==> src/rtl/core/cfbc_pkg.sv <==
// Shared types, constants and the CRC-32 byte update for the framed blob checker.
// Depends on nothing; every module of the block imports it.
`default_nettype none

package cfbc_pkg;

  // Frame format
  localparam int MAX_PAYLOAD  = 4085;
  localparam int HEADER_BYTES = 11;
  localparam int LEN_W        = 12;  // payload length width, holds MAX_PAYLOAD
  localparam int POS_W        = 12;  // header index or payload byte count
  localparam int CAP_W        = 16;

  localparam logic [CAP_W-1:0] CAP_RESET = CAP_W'(4096);

  localparam logic [7:0] MAGIC_S = 8'h53;
  localparam logic [7:0] MAGIC_M = 8'h4D;
  localparam logic [7:0] MAGIC_K = 8'h4B;
  localparam logic [7:0] VERSION = 8'h01;

  // Header byte positions
  localparam logic [POS_W-1:0] POS_MAGIC0  = POS_W'(0);
  localparam logic [POS_W-1:0] POS_MAGIC1  = POS_W'(1);
  localparam logic [POS_W-1:0] POS_MAGIC2  = POS_W'(2);
  localparam logic [POS_W-1:0] POS_MAGIC3  = POS_W'(3);
  localparam logic [POS_W-1:0] POS_VERSION = POS_W'(4);
  localparam logic [POS_W-1:0] POS_LEN_LO  = POS_W'(5);
  localparam logic [POS_W-1:0] POS_LEN_HI  = POS_W'(6);
  localparam logic [POS_W-1:0] POS_CRC0    = POS_W'(7);
  localparam logic [POS_W-1:0] POS_CRC1    = POS_W'(8);
  localparam logic [POS_W-1:0] POS_CRC2    = POS_W'(9);
  localparam logic [POS_W-1:0] POS_CRC3    = POS_W'(HEADER_BYTES - 1);

  localparam logic [31:0] CRC_POLY = 32'hEDB88320;
  localparam logic [31:0] CRC_ONES = 32'hFFFFFFFF;

  typedef enum logic [1:0] {
    VERDICT_OK         = 2'd0,
    VERDICT_BAD_HEADER = 2'd1,
    VERDICT_BAD_LENGTH = 2'd2,
    VERDICT_BAD_CRC    = 2'd3
  } verdict_t;

  typedef struct packed {
    logic       frame_start;
    logic [7:0] data_byte;
  } in_item_t;

  typedef struct packed {
    logic             payload_valid;
    logic [7:0]       payload_byte;
    logic             frame_done;
    logic [1:0]       verdict;
    logic [LEN_W-1:0] payload_length;
  } out_item_t;

  // Reflected CRC-32 over one byte, LSB first
  function automatic logic [31:0] crc_byte(input logic [31:0] crc, input logic [7:0] b);
    logic [31:0] c;
    c = crc ^ {24'd0, b};
    for (int i = 0; i < 8; i++) begin
      c = c[0] ? ((c >> 1) ^ CRC_POLY) : (c >> 1);
    end
    return c;
  endfunction

endpackage

`default_nettype wire

==> src/rtl/core/cfbc_in_reg.sv <==
// Input register for the framed blob checker: holds one accepted beat until
// the parser consumes it. Depends on cfbc_pkg.
`default_nettype none

module cfbc_in_reg
  import cfbc_pkg::*;
(
  input  wire logic     clk,
  input  wire logic     rst,
  input  wire logic     in_valid,
  output logic          in_stall,
  input  wire in_item_t in_data,
  input  wire logic     advance,
  output logic          item_valid,
  output in_item_t      item
);

  logic take;

  assign in_stall = item_valid && !advance;
  assign take     = in_valid && !in_stall;

  always_ff @(posedge clk) begin
    if (rst) begin
      item_valid <= 1'b0;
    end else if (take) begin
      item_valid <= 1'b1;
    end else if (advance) begin
      item_valid <= 1'b0;
    end
  end

  always_ff @(posedge clk) begin
    if (take) begin
      item <= in_data;
    end
  end

endmodule

`default_nettype wire

==> src/rtl/core/cfbc_parser.sv <==
// Frame parser and CRC-32 datapath: header checks, length checks, byte-wide
// CRC update and verdict. Holds the capacity register. Depends on cfbc_pkg.
`default_nettype none

module cfbc_parser
  import cfbc_pkg::*;
(
  input  wire logic             clk,
  input  wire logic             rst,
  input  wire logic             cfg_write,
  input  wire logic [CAP_W-1:0] cfg_data,
  input  wire logic             step,
  input  wire in_item_t         item,
  output logic                  has_result,
  output out_item_t             result
);

  typedef enum logic [1:0] {
    PH_IDLE,
    PH_HEAD,
    PH_BODY
  } phase_t;

  phase_t           phase, phase_next, eff_phase;
  logic [POS_W-1:0] pos, pos_next, eff_pos;
  logic [31:0]      crc, crc_next, eff_crc;
  logic [31:0]      exp_crc, exp_crc_next, eff_exp;
  logic [LEN_W-1:0] len, len_next, eff_len;
  logic [CAP_W-1:0] capacity;

  logic             bad;
  logic [15:0]      full_len;
  logic             crc_ok;
  logic [7:0]       b;

  assign b = item.data_byte;

  always_comb begin
    eff_phase = phase;
    eff_pos   = pos;
    eff_crc   = crc;
    eff_exp   = exp_crc;
    eff_len   = len;
    // A frame start restarts the parser in any phase
    if (item.frame_start) begin
      eff_phase = PH_HEAD;
      eff_pos   = '0;
      eff_crc   = CRC_ONES;
      eff_exp   = '0;
      eff_len   = '0;
    end

    phase_next   = eff_phase;
    pos_next     = eff_pos;
    crc_next     = eff_crc;
    exp_crc_next = eff_exp;
    len_next     = eff_len;
    has_result   = 1'b0;
    result       = '0;
    bad          = 1'b0;
    crc_ok       = 1'b0;
    full_len     = {b, eff_len[7:0]};

    case (eff_phase)
      PH_HEAD: begin
        case (eff_pos)
          POS_MAGIC0:  bad = (b != MAGIC_S);
          POS_MAGIC1:  bad = (b != MAGIC_M);
          POS_MAGIC2:  bad = (b != MAGIC_K);
          POS_MAGIC3:  bad = (b != MAGIC_M);
          POS_VERSION: bad = (b != VERSION);
          POS_LEN_LO:  len_next = LEN_W'(b);
          POS_LEN_HI:  len_next = full_len[LEN_W-1:0];
          POS_CRC0:    exp_crc_next[7:0]   = b;
          POS_CRC1:    exp_crc_next[15:8]  = b;
          POS_CRC2:    exp_crc_next[23:16] = b;
          POS_CRC3:    exp_crc_next[31:24] = b;
          default:     bad = 1'b0;
        endcase

        if (bad) begin
          phase_next        = PH_IDLE;
          has_result        = 1'b1;
          result.frame_done = 1'b1;
          result.verdict    = VERDICT_BAD_HEADER;
        end else if (eff_pos == POS_LEN_HI &&
                     (full_len > 16'(MAX_PAYLOAD) ||
                      {1'b0, full_len} + 17'd1 > {1'b0, capacity})) begin
          phase_next        = PH_IDLE;
          has_result        = 1'b1;
          result.frame_done = 1'b1;
          result.verdict    = VERDICT_BAD_LENGTH;
        end else if (eff_pos == POS_CRC3) begin
          pos_next   = '0;
          phase_next = PH_BODY;
          // Empty payload: CRC of nothing is zero
          if (len_next == '0) begin
            phase_next        = PH_IDLE;
            has_result        = 1'b1;
            result.frame_done = 1'b1;
            result.verdict    = (exp_crc_next == '0) ? VERDICT_OK : VERDICT_BAD_CRC;
          end
        end else begin
          pos_next = eff_pos + POS_W'(1);
        end
      end

      PH_BODY: begin
        crc_next             = crc_byte(eff_crc, b);
        pos_next             = eff_pos + POS_W'(1);
        has_result           = 1'b1;
        result.payload_valid = 1'b1;
        result.payload_byte  = b;
        if (pos_next >= eff_len) begin
          crc_ok                = ((crc_next ^ CRC_ONES) == eff_exp);
          phase_next            = PH_IDLE;
          result.frame_done     = 1'b1;
          result.verdict        = crc_ok ? VERDICT_OK : VERDICT_BAD_CRC;
          result.payload_length = crc_ok ? eff_len : '0;
        end
      end

      default: begin
        has_result = 1'b0;
      end
    endcase
  end

  always_ff @(posedge clk) begin
    if (rst) begin
      phase   <= PH_IDLE;
      pos     <= '0;
      crc     <= CRC_ONES;
      exp_crc <= '0;
      len     <= '0;
    end else if (step) begin
      phase   <= phase_next;
      pos     <= pos_next;
      crc     <= crc_next;
      exp_crc <= exp_crc_next;
      len     <= len_next;
    end
  end

  always_ff @(posedge clk) begin
    if (rst) begin
      capacity <= CAP_RESET;
    end else if (cfg_write) begin
      capacity <= cfg_data;
    end
  end

endmodule

`default_nettype wire

==> src/rtl/core/cfbc_out_reg.sv <==
// Result register for the framed blob checker: holds one result beat until
// the consumer takes it. Depends on cfbc_pkg.
`default_nettype none

module cfbc_out_reg
  import cfbc_pkg::*;
(
  input  wire logic      clk,
  input  wire logic      rst,
  input  wire logic      load,
  input  wire out_item_t result,
  output logic           slot_free,
  output logic           out_valid,
  input  wire logic      out_stall,
  output out_item_t      out_data
);

  // Free when empty or emptying this cycle
  assign slot_free = !out_valid || !out_stall;

  always_ff @(posedge clk) begin
    if (rst) begin
      out_valid <= 1'b0;
    end else begin
      out_valid <= load || (out_valid && out_stall);
    end
  end

  always_ff @(posedge clk) begin
    if (load) begin
      out_data <= result;
    end
  end

endmodule

`default_nettype wire

==> src/rtl/core/crc32_framed_blob_checker_top.sv <==
// Top level of the framed blob checker: input register, parser and result register.
// Depends on cfbc_pkg, cfbc_in_reg, cfbc_parser and cfbc_out_reg.
`default_nettype none

// Checks a stored frame one byte per beat: an 11-byte header (magic S M K M, version 1,
// 16-bit little-endian payload length, 32-bit little-endian CRC) then the payload.
// Each accepted byte is parsed from the input register and its result, if any, lands in
// the result register; one byte per cycle is sustained while no result waits in a stalled
// result register, with the input register and the result register between input beat
// and result beat; the byte-wide CRC-32 update is combinational between them. Payload bytes are
// forwarded before the verdict, so drop them on a failing verdict. A byte that makes a
// result holds while an earlier result waits in a stalled result register; bytes that
// produce no result keep flowing meanwhile.
// Write cfg_data (buffer capacity, reset 4096) only while the block is idle.
module crc32_framed_blob_checker_top
  import cfbc_pkg::*;
(
  input  wire logic             clk,
  input  wire logic             rst,
  input  wire logic             cfg_write,
  input  wire logic [CAP_W-1:0] cfg_data,
  input  wire logic             in_valid,
  output logic                  in_stall,
  input  wire in_item_t         in_data,
  output logic                  out_valid,
  input  wire logic             out_stall,
  output out_item_t             out_data
);

  logic      item_valid;
  in_item_t  item;
  logic      advance;
  logic      has_result;
  out_item_t result;
  logic      slot_free;

  // Advance unless a result would land in a full, stalled slot
  assign advance = item_valid && (!has_result || slot_free);

  cfbc_in_reg u_in_reg (
    .clk        (clk),
    .rst        (rst),
    .in_valid   (in_valid),
    .in_stall   (in_stall),
    .in_data    (in_data),
    .advance    (advance),
    .item_valid (item_valid),
    .item       (item)
  );

  cfbc_parser u_parser (
    .clk        (clk),
    .rst        (rst),
    .cfg_write  (cfg_write),
    .cfg_data   (cfg_data),
    .step       (advance),
    .item       (item),
    .has_result (has_result),
    .result     (result)
  );

  cfbc_out_reg u_out_reg (
    .clk       (clk),
    .rst       (rst),
    .load      (advance && has_result),
    .result    (result),
    .slot_free (slot_free),
    .out_valid (out_valid),
    .out_stall (out_stall),
    .out_data  (out_data)
  );

endmodule

`default_nettype wire

==> config.mk <==
export PLATFORM = sky130hd
export DESIGN_NAME = crc32_framed_blob_checker_top
export DESIGN_NICKNAME = d
export VERILOG_FILES = /design/src/rtl/core/cfbc_pkg.sv /design/src/rtl/core/cfbc_in_reg.sv /design/src/rtl/core/cfbc_parser.sv /design/src/rtl/core/cfbc_out_reg.sv /design/src/rtl/core/crc32_framed_blob_checker_top.sv
export SDC_FILE = /design/constraint.sdc
export NUM_CORES = 1
export LEC_CHECK = 0
export BUFFER_PORTS_ARGS = -buffer_cell sky130_fd_sc_hd__buf_2
export CORE_MARGIN = 1.5
export CORE_UTILIZATION = 60
export CTS_CLUSTER_DIAMETER = 60
export DETAILED_ROUTE_END_ITERATION = 16
export PLACE_DENSITY = 0.88
export SETUP_SLACK_MARGIN = 0.4
export SYNTH_ARGS = -nofsm -noshare
export SYNTH_HDL_FRONTEND = slang
export SYNTH_HIERARCHICAL = 1
export SYNTH_SLANG_ARGS = --single-unit
==> constraint.sdc <==
create_clock -name clk -period 11.4 [get_ports clk]
set_clock_uncertainty 0.2 [all_clocks]
set_input_delay 0.57 -clock clk [delete_from_list [all_inputs] [get_ports clk]]
set_output_delay 0.57 -clock clk [all_outputs]
set_load 0.02 [all_outputs]
Word-level counts from Yosys, hierarchy flattened
Index checks and enable logic that the tools add are counted.
W data, S select, Z words.
{"block": "classes", "mul": 0, "div": 0, "n_addsub": 2, "eq_ne": 17, "magnitude_cmp": 3, "muxes": 55, "n_reduce_logical": 21, "n_shift": 0, "bitwise": 10}
{"op": "$mux W32", "count": 12}
{"op": "$not A13 Y14", "count": 8}
{"op": "$mux W12", "count": 8}
{"op": "$mux W8", "count": 8}
{"op": "$eq A12 B3 Y1 const B", "count": 4}
{"op": "$pmux W12 S2", "count": 2}
{"op": "$eq A12 B4 Y1 const B", "count": 3}
{"op": "$eq A32 B32 Y1", "count": 1}
{"op": "$logic_not A32 Y1", "count": 1}
{"op": "$not A32 Y32", "count": 1}
{"op": "$xor A32 B8 Y32", "count": 1}
{"op": "$eq A12 B2 Y1 const B", "count": 2}
{"op": "$logic_not A12 Y1", "count": 2}
{"op": "$ne A8 B7 Y1 const B", "count": 3}
{"op": "$add A16 B1 Y17 const B", "count": 1}
{"op": "$gt A17 B16 Y1", "count": 1}
{"op": "$gt A16 B12 Y1 const B", "count": 1}
{"op": "$mux W2", "count": 8}
{"op": "$mux W15", "count": 1}
{"op": "$add A12 B1 Y12 const B", "count": 1}
{"op": "$eq A12 B1 Y1 const B", "count": 1}
{"op": "$ge A12 B12 Y1", "count": 1}
{"op": "$mux W3", "count": 4}
{"op": "$mux W9", "count": 1}
{"op": "other kinds (14)", "count": 32}
{"block": "word_totals", "ram_bits": 0, "elab_cells": 123, "mem_count": 0, "in_bits": 30, "mem_bits_ro": 0, "latchBits": 0, "reg_bits": 141}

Longest topological paths before layout
Gate-level depths: netlist of the first run.
{"block": "depth", "ltp_word": 23, "mapped_depth": 33, "ltp_nobuf": 24}

Modules after synthesis
The synthesis of the first run kept the hierarchy.
{"module": "cfbc_parser", "instances": 1, "area_each_um2": 9024.9, "seq_area_each_um2": 2122.0, "cells_each": 1115}
{"module": "cfbc_out_reg", "instances": 1, "area_each_um2": 753.2, "seq_area_each_um2": 740.7, "cells_each": 28}
{"module": "cfbc_in_reg", "instances": 1, "area_each_um2": 320.3, "seq_area_each_um2": 290.3, "cells_each": 13}
{"module": "crc32_framed_blob_checker_top", "instances": 1, "area_each_um2": 18.8, "seq_area_each_um2": 0.0, "cells_each": 3}

Least setup slack after synthesis of the first run
Ideal clock, no wire load.
{"block": "synth_timing", "path_kind": "register -> register", "startpoint": "register u_in_reg/item[8] (netlist name)", "endpoint": "register u_parser.exp_crc[31]", "stages_incl_launch_ff": 32, "period_less_slack_ns": 6.246, "required_time_ns": 11.135, "setup_slack_ns": 5.154, "n_path_buf": 9, "arrival_ns": 5.981, "path_cell_list": "edfxtp_1 -> buf_4 -> buf_6 -> buf_4 -> inv_1 -> clkbuf_1 -> clkbuf_1 -> buf_2 -> buf_2 -> nand2_1 -> inv_1 -> ha_1 -> nand4_1 -> nor2_1 -> nand4_1 -> xnor2_1 -> ha_1 -> a21o_1 -> a21o_1 -> nor2_1 -> nand2_1 -> o31ai_1 -> nand3_2 -> nor2b_1 -> o21ai_0 -> a21boi_1 -> clkbuf_1 -> clkinv_1 -> nor2_1 -> clkbuf_1 -> a32oi_1 -> nor2_1"}
{"block": "synth_between", "elab_chain_len": 13}
{"item": "parallel branches: the longest is 9 deep, another holds $add A16 B1 Y17"}
{"item": "$pmux W1 S2 *", "line_no": "cfbc_parser.sv:64", "text": "case (eff_phase)"}
{"item": "net has_result", "line_no": "crc32_framed_blob_checker_top.sv:33", "text": "logic has_result;"}
{"item": "$logic_not A1 Y1 *", "line_no": "crc32_framed_blob_checker_top.sv:38", "text": "assign advance = item_valid && (!has_result || slot_free);"}
{"item": "$logic_or A1 B1 Y1 *", "line_no": "crc32_framed_blob_checker_top.sv:38"}
{"item": "$logic_and A1 B1 Y1 *", "line_no": "crc32_framed_blob_checker_top.sv:38"}
{"item": "net advance", "line_no": "crc32_framed_blob_checker_top.sv:32", "text": "logic advance;"}
{"item": "to (signal assigned)", "line_no": "cfbc_parser.sv:140", "text": "exp_crc <= exp_crc_next;"}
{"item": "to (decl)", "line_no": "cfbc_parser.sv:27", "text": "logic [31:0] exp_crc, exp_crc_next, eff_exp;"}
Mark *: on every way through the listed nets, which the timed path passes. The select of a mux whose other input is x is not followed.
A chain may end at the register's enable or synchronous reset.

Worst setup path after layout of the first run
{"block": "layout_timing", "startpoint": "register u_in_reg/item[8] (netlist name)", "endpoint": "register u_parser.crc[9]"}
{"block": "layout_between", "elab_chain_len": 13}
{"item": "parallel branches: the longest is 9 deep, another holds $add A16 B1 Y17"}
{"item": "$pmux W1 S2 *", "line_no": "cfbc_parser.sv:64"}
{"item": "net has_result", "line_no": "crc32_framed_blob_checker_top.sv:33"}
{"item": "$logic_not A1 Y1 *", "line_no": "crc32_framed_blob_checker_top.sv:38"}
{"item": "$logic_or A1 B1 Y1 *", "line_no": "crc32_framed_blob_checker_top.sv:38"}
{"item": "$logic_and A1 B1 Y1 *", "line_no": "crc32_framed_blob_checker_top.sv:38"}
{"item": "net advance", "line_no": "crc32_framed_blob_checker_top.sv:32"}
{"item": "to (signal assigned)", "line_no": "cfbc_parser.sv:139", "text": "crc <= crc_next;"}
{"item": "to (decl)", "line_no": "cfbc_parser.sv:26", "text": "logic [31:0] crc, crc_next, eff_crc;"}
Marks and branches as above.

==> results.md, run 1 <==
* Detailed placement HPWL at 18940 um
* Die area at 17650 um^2
* Drt wl/cell at 19.73 um
* Worst hold path type: in2reg
* Port Buffers at 55
* Max incr delay on CP at 660 ps
* P per Cell Area at 125.8 nW/um^2
* Leak at 4.358 nW
* Cell area after synthesis at 10120 um^2
* Slew Viols, Final at 0
* Simple-gate share of the synthesized area at 0.2304
* Starting Density at 0.6123
* Top delay family on crit path: simple AND/OR/NAND/NOR gates
* Post-synthesis mux area share at 0.03141
* Worst path slowest cell: nand2_1
* Total GRT Usage at 0.3160
* Final hold vios at 0
* Post-CTS Setup Inserts at 0
* Maximum fanout along the worst path at 107
* Seq. cell area at 3153 um^2
* VDD IR max at 0.1134 mV
* Residual DRC at 0
* Inserted Diodes at 0
* Final Cycle Share at 0.5521
* Status: complete, no violations
* Final WL at 27720 um
* Die Ht at 132.9 um
* Layout Nets at 1239
* Number of max-cap violations at 0
* Overflow after GRT at 0
* Power Total at 1.394 mW
* Area of the multi-input gates at 6442 um^2
* Worst Path Arrival at 6380 ps
* Post-route ant nets at 0
* CTS tree: built
* Vias/cell at 6.433
* Post-synthesis compound-gate area fraction at 0.1489
* Slew @ Worst Pin at 1033 ps
* CTS sink count at 141
* Relative slew slack at 0.3095
* Root buf cell: clkbuf_16
* Setup Crit Path Kind: reg2reg
* GPL Wtd Cong at 0.9969
* Clock Path Buffers at 2
* Crit start category: flip-flop
* Die X at 132.9 um
* Largest net degree at the start of global routing at 108
* Post-synth top flop: dfxtp_1
* #FFs+latches synth at 141
* Post-Synth XOR/XNOR Area at 0.1796
* Synth unique cells at 93
* Min cycle time layout at 6294 ps
* H-tree Lvls at 4
* Crit path buffers/inverters at 4
* Clock Latency Late Sink at 430 ps
* Mean post-synth cell area at 8.729 um^2
* TNS Setup at 0 ps
* Post-CTS Resized at 0
* Io pins at 56
* CP dominant cell by count: nand2_1
* DR iter-0 viols at 1117
* Crit path cell chain: buf_12 -> inv_1 -> nand2_1 -> inv_1 -> ha_1 -> nand4_1 -> nor2_1 -> nand3_1 -> nor2_1 -> xor2_1 -> ha_1 -> a21oi_1 -> nor2b_1 -> o21ai_0 -> nand2_1 -> o31ai_1 -> nand3_2 -> nor2b_1 -> o21ai_0 -> a21boi_2 -> buf_4 -> nand2_1 -> o22ai_1 -> nand2_1
* RSZ-0062 raised after global routing: no
* Via count at 9038
* Synth async-reset ratio at 0
* Sequential area share after synthesis at 0.3116
* P&R area growth vs syn at 9.511%
* Initial antenna violation count at 1
* Setup Viol. Count Final at 0
* Row count at 47
* CP Capture Type: flip-flop
* Number of enable flip-flop cells after synthesis at 33
* CP required at 11490 ps
* Fraction of layout cells with a size suffix above 1 at 0.1359
* Peak Freq at 158.9 MHz
* Vias in the first global route at 8381
* First-pass GRT wire length at 43780 um
* DRT Pass-1 Iters at 7
* Cts-stage hold buffer count at 0
* Total CTS buffers at 17
* Core area at 16520 um^2
* Fillers at 1272
* Worst-path clk slew at 60 ps
* Main combinational cell family by area after synthesis: simple AND/OR/NAND/NOR gates
* Post-Synth Adder-Cell Area at 0.04576
* Yosys warnings at 6
* Synth Instances at 1159
* Syn_nets at 1226
==> final cells by class <==
type | count | area share
clock buffers | 18 | 0.03964
clock inverters | 14 | 0.01773
inverters | 44 | 0.01491
multi-input cells | 897 | 0.5815
flip-flops and latches | 141 | 0.2846
well taps | 220 | 0.02484
repair buffers | 71 | 0.03682
==> power breakdown <==
group          switching (mW)  leakage (nW)  internal (mW)
combinational           0.161          2.85          0.109
clock                   0.238         0.314          0.360
sequential            0.00563          1.19          0.520
total                   0.405          4.36          0.989
==> cells in the mapped netlist, drive strengths merged, types with 33 or more instances <==
cell type / instances / area (um^2)
a22oi: 36 / 270.3
buf: 35 / 206.5
clkbuf: 42 / 157.7
dfxtp: 108 / 2162
edfxtp: 33 / 991.0
ha: 37 / 462.9
inv: 41 / 153.9
nand2: 115 / 431.7
nor2: 158 / 631.9
nor3: 34 / 220.2
o21ai: 41 / 205.2
xnor2: 103 / 1090
==> metal layers <==
layer | part of all wire | up-vias | track usage | wire, um
met4 | 0.038 | 0 | 0.1398 | 1048
met3 | 0.12 | 95 | 0.08812 | 3359
li1 | - | 4133 | - | -
met2 | 0.43 | 591 | 0.4777 | 12040
met5 | 0 | - | 0 | 0
met1 | 0.41 | 4219 | 0.4225 | 11280
==> sequential cells by signal, summed over array words and instances, names as in the netlist, 2 cells and up <==
register / count
u_parser/exp_crc: 32
u_parser/crc: 32
u_parser/capacity: 16
u_parser/len: 12
u_out_reg/out_data: 24
u_parser/phase: 2
u_parser/pos: 12
u_in_reg/item: 9
==> kinds of logic after synthesis <==
| family | count (synthesis) |
|---|---|
| compound gates | 221 |
| flops | 141 |
| xor+xnor | 154 |
| simple gates | 454 |
| mux | 31 |
| fa+ha+maj | 37 |
| buf+inv | 121 |
==> cells in the final DEF, fill, tap and decap left out, types with 24 or more instances in the layout <==
| cell | instances |
|---|---|
| a21oi_1 | 31 |
| a22oi_1 | 36 |
| buf_2 | 55 |
| dfxtp_1 | 108 |
| edfxtp_1 | 33 |
| ha_1 | 37 |
| inv_1 | 41 |
| mux2i_1 | 25 |
| nand2_1 | 115 |
| nand3_1 | 25 |
| nor2_1 | 152 |
| nor3_1 | 24 |
| o21ai_0 | 38 |
| o22ai_1 | 32 |
| xnor2_1 | 87 |
| xor2_1 | 31 |
==> worst register-to-register path: stages (launching register included) <==
cell and delay [ps]:
edfxtp_1 410, buf_12 260, inv_1 180, nand2_1 110, inv_1 190, ha_1 220
nand4_1 150, nor2_1 320, nand3_1 170, nor2_1 150, xor2_1 190, ha_1 270
a21oi_1 170, nor2b_1 70, o21ai_0 160, nand2_1 70, o31ai_1 500, nand3_2 300
nor2b_1 270, o21ai_0 150, a21boi_2 170, buf_4 310, nand2_1 660, o22ai_1 430
nand2_1 90
==> per-stage QoR <==
stage | worst slack [ps] | instance area, um^2 | cells | utilization | hold slack [ps]
CTS | 5310 | 11080 | 1405 | 0.6705 | 111.4
finish | 5106 | 11080 | 1405 | 0.6705 | 119.9
global route | 4682 | 11080 | 1405 | 0.6705 | 102.8
detailed placement | 5350 | 10440 | 1373 | 0.6320 | 284.2
global placement | 5581 | 10440 | 1373 | 0.6320 | 273.4
floorplan | 5154 | 10120 | 1159 | - | 253.5
==> path summary, 6_finish.rpt <==
kind | start | to | slack [ps] | cells after the start
max | u_in_reg/item[8] | u_parser/crc[9] | 5110 | 24
min | in_data[4] | u_in_reg/item[4] | 120 | 1
max reg2reg | u_in_reg/item[8] | u_parser/crc[9] | 5110 | 24
min reg2reg | u_parser/capacity[5] | u_parser/capacity[5] | 290 | 2
Note: power is estimated with default switching activity, not from simulation.
==> inputs of run 2 (changes only) <==
--- a/config.mk
+++ b/config.mk
@@ -5,12 +5,13 @@
 export SDC_FILE = /design/constraint.sdc
 export NUM_CORES = 1
 export LEC_CHECK = 0
+export ABC_AREA = 1
 export BUFFER_PORTS_ARGS = -buffer_cell sky130_fd_sc_hd__buf_2
 export CORE_MARGIN = 1.5
 export CORE_UTILIZATION = 60
 export CTS_CLUSTER_DIAMETER = 60
 export DETAILED_ROUTE_END_ITERATION = 16
-export PLACE_DENSITY = 0.88
+export PLACE_DENSITY = 0.87
 export SETUP_SLACK_MARGIN = 0.4
 export SYNTH_ARGS = -nofsm -noshare
 export SYNTH_HDL_FRONTEND = slang
==> constraint.sdc (replaced) <==
create_clock -name clk -period 6.4 [get_ports clk]
set_clock_uncertainty 0.2 [all_clocks]
set_input_delay 0.32 -clock clk [delete_from_list [all_inputs] [get_ports clk]]
set_output_delay 0.32 -clock clk [all_outputs]
set_load 0.02 [all_outputs]
==> results.md, run 2 <==
* Maximum fanout along the worst path at 8 (was 107)
* Total CTS buffers at 17 (unchanged)
* Regs by FF count: u_parser/crc: 32 flops, u_parser/exp_crc: 32 flops, u_out_reg/out_data: 24 flops (unchanged)
* Leak at 5.331 nW (was 4.358 nW)
* Commonest non-fill, non-tap cell in the layout: nand2_1 (was nor2_1)
* Final Cycle Share at 0.8958
* P per Cell Area at 243.0 nW/um^2 (was 125.8 nW/um^2)
* Worst hold path type: in2reg (unchanged)
* Fraction of layout cells with a size suffix above 1 at 0.1011 (was 0.1359)
* Number of enable flip-flop cells after synthesis at 33 (unchanged)
* Starting Density at 0.6190 (was 0.6123)
* Io pins at 56 (unchanged)
* CTS tree: built (unchanged)
* Fin util at 0.6916 (was 0.6705)
* Status: complete, no violations (unchanged)
* Yosys warnings at 6 (unchanged)
* VDD IR max at 0.1989 mV (was 0.1134 mV)
* Port Buffers at 55 (unchanged)
* DRT Pass-1 Iters at 8 (was 7)
* Final WL at 34230 um (was 27720 um)
* Final hold vios at 0 (unchanged)
* Clock Latency Late Sink at 440 ps (was 430 ps)
* Peak Freq at 174.4 MHz
* Vias in the first global route at 10530 (was 8381)
* RSZ-0062 raised after global routing: no (unchanged)
* P&R area growth vs syn at 11.72% (was 9.511%)
* TNS Setup at 0 ps (unchanged)
* Sequential area share after synthesis at 0.3039 (was 0.3116)
* Residual DRC at 0 (unchanged)
* H-tree Lvls at 4 (unchanged)
* Crit start category: flip-flop (unchanged)
* Overflow after GRT at 0 (unchanged)
* Worst-path clk slew at 70 ps (was 60 ps)
* Layout Nets at 1686 (was 1239)
* Setup Viol. Count Final at 0 (unchanged)
* First-pass GRT wire length at 54160 um (was 43780 um)
* Min cycle time layout at 5733 ps
* CTS sink count at 141 (unchanged)
* Syn_nets at 1652 (was 1226)
* Fillers at 1368 (was 1272)
* Slew Viols, Final at 0 (unchanged)
* DR iter-0 viols at 1866 (was 1117)
* Drt wl/cell at 18.48 um (was 19.73 um)
* Relative slew slack at 0.2297 (was 0.3095)
* Row count at 47 (unchanged)
* Synth Instances at 1585 (was 1159)
* Worst Path Arrival at 5210 ps (was 6380 ps)
* Initial antenna violation count at 0 (was 1)
* Post-route ant nets at 0 (unchanged)
* Max incr delay on CP at 570 ps (was 660 ps)
* Synth unique cells at 49 (was 93)
* Detailed placement HPWL at 22210 um (was 18940 um)
* Vias/cell at 6.166 (was 6.433)
* #FFs+latches synth at 141 (unchanged)
* Worst path slowest cell: edfxtp_1 (was nand2_1)
* CP required at 5880 ps (was 11490 ps)
* Worst hold margin at 18.45 ps (was 119.9 ps)
* CP dominant cell by count: nand2_1 (unchanged)
* Number of max-cap violations at 0 (unchanged)
* Top post-synthesis cells by count: nand2_1, a21oi_1, inv_1 (was nor2_1, nand2_1, dfxtp_1)
* Most frequent cell after synthesis: nand2_1 (was nor2_1)
* Cell area after synthesis at 10370 um^2 (was 10120 um^2)
* Commonest non-fill, non-tap cells in the layout: nand2_1, a21oi_1, inv_1 (was nor2_1, nand2_1, dfxtp_1)
* Slew @ Worst Pin at 1154 ps (was 1033 ps)
* Synth top area cells: dfxtp_1, nand2_1, edfxtp_1 (was dfxtp_1, edfxtp_1, xnor2_1)
* Die Ht at 134.5 um (was 132.9 um)
* Core area at 16760 um^2 (was 16520 um^2)
* Die area at 18090 um^2 (was 17650 um^2)
* Clock Path Buffers at 2 (unchanged)
* Post-synth top area share at 0.2084 (was 0.2137)
* Via count at 11420 (was 9038)
* Die X at 134.5 um (was 132.9 um)
* Largest net degree at the start of global routing at 83 (was 108)
* Total GRT Usage at 0.3822 (was 0.3160)
* Inserted Diodes at 0 (unchanged)
* Synth async-reset ratio at 0 (unchanged)
* Root buf cell: clkbuf_16 (unchanged)
* Synth area leader: dfxtp_1 (unchanged)
* Mean post-synth cell area at 6.546 um^2 (was 8.729 um^2)
* Post-synth top flop: dfxtp_1 (unchanged)
* GPL Wtd Cong at 0.9749 (was 0.9969)
* CP Capture Type: output port (was flip-flop)
* Setup Crit Path Kind: reg2out (was reg2reg)
run 2: cell types whose count changed in the layout (fill, tap and decap cells not counted), moves of 32 or more:
cell	change
nand3_1	+35
xnor2_1	-77
a21oi_1	+157
nand2_1	+342
o21ai_0	+106
inv_1	+118
a22oi_1	-32
nor2_1	-46
run 2: logic make-up after synthesis:
family / share of synthesized area
and+or+nand+nor: 0.2914
AOI/OAI and AO/OA: 0.1885
buffers and inverters: 0.09612
DFF: 0.3039
xor gates and xnor gates: 0.07549
adders and majority gates: 0.04462
run 2: area by class of cell:
| class | instances | area (um^2) | share of cell area |
|---|---|---|---|
| Multi-Input combinational cell | 1195 | 6230 | 0.5375 |
| Sequential cell | 141 | 3153 | 0.2720 |
| Timing Repair Buffer | 95 | 656.9 | 0.05667 |
| Inverter | 169 | 639.4 | 0.05516 |
| Clock buffer | 18 | 429.2 | 0.03703 |
| Tap cell | 220 | 275.3 | 0.02375 |
| Clock inverter | 14 | 207.7 | 0.01792 |
run 2: worst paths after layout:
check | from | end | slack (ps) | cells after the start
worst max-delay path | u_in_reg/item[8] | in_stall | 670 | 26
worst min register to register | u_parser/exp_crc[18] | u_parser/exp_crc[18] | 260 | 2
worst min-delay path | cfg_data[13] | u_parser/capacity[13] | 20 | 3
worst max register to register | u_in_reg/item[8] | u_parser/exp_crc[13] | 760 | 27
run 2: what timing repair did:
action                                  4_1_cts  5_1_grt
endpoints found under the hold margin        24        0
endpoints found under the setup margin        0      100
gates resized for setup                       0        6
setup buffers                                 0        2
hold buffers                                 26        0
run 2: power breakdown:
group	switching (mW)	internal [mW]	total (mW)
sequential	0.0348	0.963	0.998
clock	0.435	0.661	1.10
combinational	0.504	0.219	0.723
run 2: metrics by stage:
step / power, mW / area [um^2] / worst slack, ps / std cells
global placement: 1.658 / 10670 / 1033 / 1792
global route: 2.921 / 11590 / 365.0 / 1852
CTS: 2.775 / 11560 / 577.6 / 1850
floorplan: 1.500 / 10380 / 1236 / 1585
detailed placement: 1.676 / 10670 / 790.9 / 1792
finish: 2.816 / 11590 / 666.7 / 1852
run 2: critical path, delay by kind of cell, from the launching register on:
kind	cells	cell delay, ps
AOI/OAI and AO/OA	5	960
buffers and inverters	5	500
xor gates and xnor gates	1	210
adders and majority gates	2	550
and+or+nand+nor	13	1960
DFF	1	570
run 2: metal layers:
metal	GRT usage	share of wire	vias up
met3	0.09722	0.12	163
met4	0.1894	0.046	0
met2	0.6006	0.45	812
met5	0	0	-
li1	-	-	5232
met1	0.4898	0.38	5212
